## src/rtl/kcms_pkg.sv

```systemverilog
// kcms_pkg: shared types and constants of the k-mer count / motif select unit.
// Used by kcms_ctrl, kcms_dp and kmer_count_motif_select_unit. No dependencies.
package kcms_pkg;

  localparam int KLEN_W = 4;
  localparam int CHAR_W = 8;
  localparam logic [KLEN_W-1:0] KMER_LEN_RESET = 4'd7;

  // input beat kind, carried on s_tuser
  typedef enum logic [1:0] {
    OP_CHAR   = 2'd0,
    OP_SEQ    = 2'd1,
    OP_SELECT = 2'd2,
    OP_CLEAR  = 2'd3
  } kcms_op_t;

  typedef enum logic [5:0] {
    S_CLEAR  = 6'b000001,
    S_IDLE   = 6'b000010,
    S_UPDATE = 6'b000100,
    S_SCAN   = 6'b001000,
    S_TAIL   = 6'b010000,
    S_RESULT = 6'b100000
  } kcms_state_t;

  // controller -> datapath
  typedef struct packed {
    logic take;      // input beat accepted this cycle
    logic upd_wr;    // write back updated table entry
    logic sweep_wr;  // zero entry at sweep counter
    logic scan_rd;   // read entry at sweep counter for select
    logic res_load;  // load output register
  } kcms_cmd_t;

  // datapath -> controller
  typedef struct packed {
    logic hit;        // offered character completes a k-mer
    logic sweep_last; // counter at last table entry
    logic scan_last;  // counter at last code for current k
    logic out_free;   // output register can take a result
  } kcms_sts_t;

  // ASCII to base code, lower case folded; bit 2 marks a valid base
  function automatic logic [2:0] base_of(input logic [CHAR_W-1:0] ch);
    logic [2:0] r;
    case (ch)
      8'h41, 8'h61: r = 3'b100;  // A a
      8'h43, 8'h63: r = 3'b101;  // C c
      8'h47, 8'h67: r = 3'b110;  // G g
      8'h54, 8'h74: r = 3'b111;  // T t
      default:      r = 3'b000;
    endcase
    return r;
  endfunction

endpackage

```

## src/rtl/kcms_ctrl.sv

```systemverilog
// kcms_ctrl: sequencer of the k-mer count / motif select unit.
// Depends on kcms_pkg; drives kcms_dp through kcms_cmd_t.
module kcms_ctrl (
  input  logic                clk,
  input  logic                rst,
  input  logic                in_valid,
  input  kcms_pkg::kcms_op_t  in_op,
  output logic                in_ready,
  input  kcms_pkg::kcms_sts_t sts,
  output kcms_pkg::kcms_cmd_t cmd
);
  import kcms_pkg::*;

  kcms_state_t state, state_next;

  always_ff @(posedge clk) begin
    if (rst) begin
      state <= S_CLEAR;
    end else begin
      state <= state_next;
    end
  end

  assign in_ready = (state == S_IDLE);

  always_comb begin
    state_next   = state;
    cmd          = '0;
    cmd.take     = (state == S_IDLE) && in_valid;
    case (state)
      S_CLEAR: begin
        cmd.sweep_wr = 1'b1;
        if (sts.sweep_last) state_next = S_IDLE;
      end
      S_IDLE: begin
        if (in_valid) begin
          case (in_op)
            OP_CHAR:   state_next = sts.hit ? S_UPDATE : S_IDLE;
            OP_SEQ:    state_next = S_IDLE;
            OP_SELECT: state_next = S_SCAN;
            OP_CLEAR:  state_next = S_CLEAR;
            default:   state_next = S_IDLE;
          endcase
        end
      end
      S_UPDATE: begin
        cmd.upd_wr = 1'b1;
        state_next = S_IDLE;
      end
      S_SCAN: begin
        cmd.scan_rd = 1'b1;
        if (sts.scan_last) state_next = S_TAIL;
      end
      S_TAIL: begin
        state_next = S_RESULT;
      end
      S_RESULT: begin
        if (sts.out_free) begin
          cmd.res_load = 1'b1;
          state_next   = S_IDLE;
        end
      end
      default: state_next = S_CLEAR;
    endcase
  end

endmodule

```

## config.mk

```make
export PLATFORM = sky130hd
export DESIGN_NAME = kcms_ctrl
export DESIGN_NICKNAME = d
export VERILOG_FILES = /design/src/rtl/kcms_pkg.sv /design/src/rtl/kcms_ctrl.sv
export SDC_FILE = /design/constraint.sdc
export NUM_CORES = 1
export LEC_CHECK = 0
export ABC_CLOCK_PERIOD_IN_PS = 3110
export BUFFER_PORTS_ARGS = -buffer_cell sky130_fd_sc_hd__buf_2
export CORE_AREA = 2 2 39 41
export DETAILED_ROUTE_END_ITERATION = 16
export DIE_AREA = 0 0 41 43
export PLACE_DENSITY = 0.55
export SLEW_MARGIN = 20
export SYNTH_ARGS = -nofsm -noshare
export SYNTH_HDL_FRONTEND = slang
export SYNTH_SLANG_ARGS = --single-unit
```

## constraint.sdc

```tcl
create_clock -name clk -period 3.11 [get_ports clk]
set_input_delay 0.622 -clock clk [delete_from_list [all_inputs] [get_ports clk]]
set_output_delay 0.622 -clock clk [all_outputs]
set_load 0.01 [all_outputs]
```

==> impl_metrics.ini <==
[critical_path]
endpoint = cmd[4]
startpoint_type = flip-flop
cp_max_fo = 8
required_ps = 2490
critical-path-top-delay-family = simple AND/OR/NAND/NOR gates
cpMaxStageDelayCell = or4_1
r2r_slack_ps = 1320
cp.depth = 4
worstReg2RegEnd = state[0]
cp-end-kind = output pin
crit_chain = or4_1, nor2_1, and2_1, buf_2
ff2ff_path_depth = 4
reg2reg_from = state[5]
crit_type = reg -> out
arrival_ps = 1810
startpoint = state[5]
slowest_delay_ps = 640
crit_buf_inv = 1

[worst_hold_path]
min_path_type = reg -> reg

[routing]
postRouteAntennaNets = 0
drc_errors = 0
vias = 466
first_pass_iters = 2
drtIter0Drc = 1
totalWireLength_um = 965
avgViaCountPerCell = 5.24
route.detailed.wl_per_inst_um = 10.8

[global_routing]
grtUsageMet1_pct = 17.0
grt_pass1_wl_um = 1680
grt_use_met3_pct = 4.71
grt_overflow = 0
grtUsageMet2_pct = 21.6
first_global_vias = 417
grt_use_total_pct = 13.5
antenna_found_initial = 0
top_usage_layer = met2
grt_max_degree = 9

[logic_synthesis]
yosysTopAreaCellShare_pct = 26.1
syn_nets = 68
ys_seq_elements = 6
syn_avg_cell_area_um2 = 7.80
synthFlopType = dfxtp_1
synth.distinct_cells = 30
synth_edf_count = 0
syn_area_um2 = 460
synth_top_area_cell = dfxtp_1
synthArstFlopShare_pct = 0
synthCells = 59
ys_seq_area_share_pct = 26.1
ys_warn_count = 0
netlist_top_cells_area = dfxtp_1 26%, nor2_1 5.7%, nand4_1 5.4%

[clock_network]
hold_buffers = 0
cts_tree = built
cts_root_buf = clkbuf_4
cts.clk_slew.worst_paths_ps = 40
numCtsBuffers = 3
clk_latency_ps = 230
cts_setup_buffers = 0
cts-resized-gates = 0
clock_sinks = 6
cts_max_path_buffers = 2
ctsHtreeMaxLevel = 1

[layout]
largest_register_ffs = 6
diodes = 0
syn_to_final_growth_pct = 17.9
drive_gt1_share_pct = 27.4
top_regs = state x6
fin_nets = 84
top_register = state

[power_and_ir_drop]
ir_worst_vdd_mv = 0.233
p_leak_nw = 0.257
powerDensity_nw_per_um2 = 514

[timing]
post-route-period-util_pct = 78.3
rsz0062_at_grt = no
layout_min_cycle_time_ps = 2430
skew_ps = 2.57
fmax_ghz = 0.411
whs_ps = 544
worst_pin_slew_ps = 475
tns_ps = 0
slew_viol_final = 0
slew_headroom_pct = 67.9
setup_violations = 0
final-hold-violation-count = 0

[floorplan]
die_area_um2 = 1760
die_x_um = 41
rows = 14
die_y_um = 43
ioPinCount = 15
initial_utilization_pct = 33.3
core_area_um2 = 1380

[placement]
place_hpwl_um = 806
io_buffers = 14
gp_congestion = 0.724

[run]
max_cap_viol_count = 0

[outcome]
outcome = finished, final reports clean
## final cells by class
cell class / instances / area [um2]
multi-input combinational: 45 / 292
clock buffer: 3 / 22.5
inverter: 5 / 18.8
tap: 16 / 20.0
fill: 151 / 841
timing repair buffer: 14 / 70.1
sequential: 6 / 120
## metrics by stage
stage | cell area [um2] | setup slack (ps) | instances | total power, mW | util, %
CTS | 543 | 654 | 89 | 0.285 | 39.2
floorplan | 460 | 919 | 59 | 0.194 | -
global placement | 520 | 960 | 86 | 0.216 | 37.6
global route | 543 | 522 | 89 | 0.307 | 39.2
detailed placement | 520 | 928 | 86 | 0.214 | 37.6
finish | 543 | 676 | 89 | 0.279 | 39.2
## where the power goes
group,switching (mW),total (mW),internal (mW),leakage [nW]
clock,0.0236,0.0670,0.0433,0.0138
sequential,0.0184,0.105,0.0862,0.0489
combinational,0.0518,0.107,0.0556,0.194
## worst min path at each step
stage / start / end / slack (ps) / cells past startpoint
2_1_floorplan: state[3] / state[5] / 470 / 1
3_3_place_gp: state[3] / state[5] / 540 / 1
3_5_place_dp: state[3] / state[5] / 530 / 1
4_1_cts: state[3] / state[5] / 530 / 1
5_1_grt: state[3] / state[5] / 580 / 1
6_report: state[3] / state[5] / 540 / 1
## cells by family after synthesis
logic type             share of synthesized area, %
AND/OR/NAND/NOR                                41.8
AO/OA/AOI/OAI                                  15.5
buffers and inverters                          10.6
flip-flops                                     26.1
XOR/XNOR                                       3.81
multiplexers                                   2.17
## synthesized netlist by cell type (2+ instances only)
library cell,number
nand2_1,3
nor3_1,5
a21oi_1,2
xor2_1,2
dfxtp_1,6
nor2_1,7
nor4b_1,2
nand2b_1,2
nand4_1,4
nor2b_1,2
inv_1,5
## per-layer routing
metal  part of all wire (%)  vias to the layer above  wire length (um)
met4                      0                        0                 0
li1                       -                      242                 -
met1                     47                      211               457
met3                    5.9                        0                57
met5                      0                        -                 0
met2                     47                       13               450
## placed cells by master (no fill, tap or decap)
master     n
nand2_1    3
and2_1     1
or3_1      1
nor3_1     5
nand4_1    4
dfxtp_1    6
mux2i_1    1
nand2b_1   2
a21oi_1    2
buf_2     14
o311ai_2   1
o211ai_1   1
nor4b_1    2
nand3b_1   1
clkbuf_4   3
or3_4      1
o31ai_1    1
nand4b_1   1
o211a_1    1
xor2_1     2
a31oi_1    1
nor2b_1    2
inv_1      5
nand3_1    1
nor2_1     7
a221oi_1   1
nand3_2    1
or4_1      1
o21ai_0    1
Note: power is estimated with default switching activity, not from simulation.
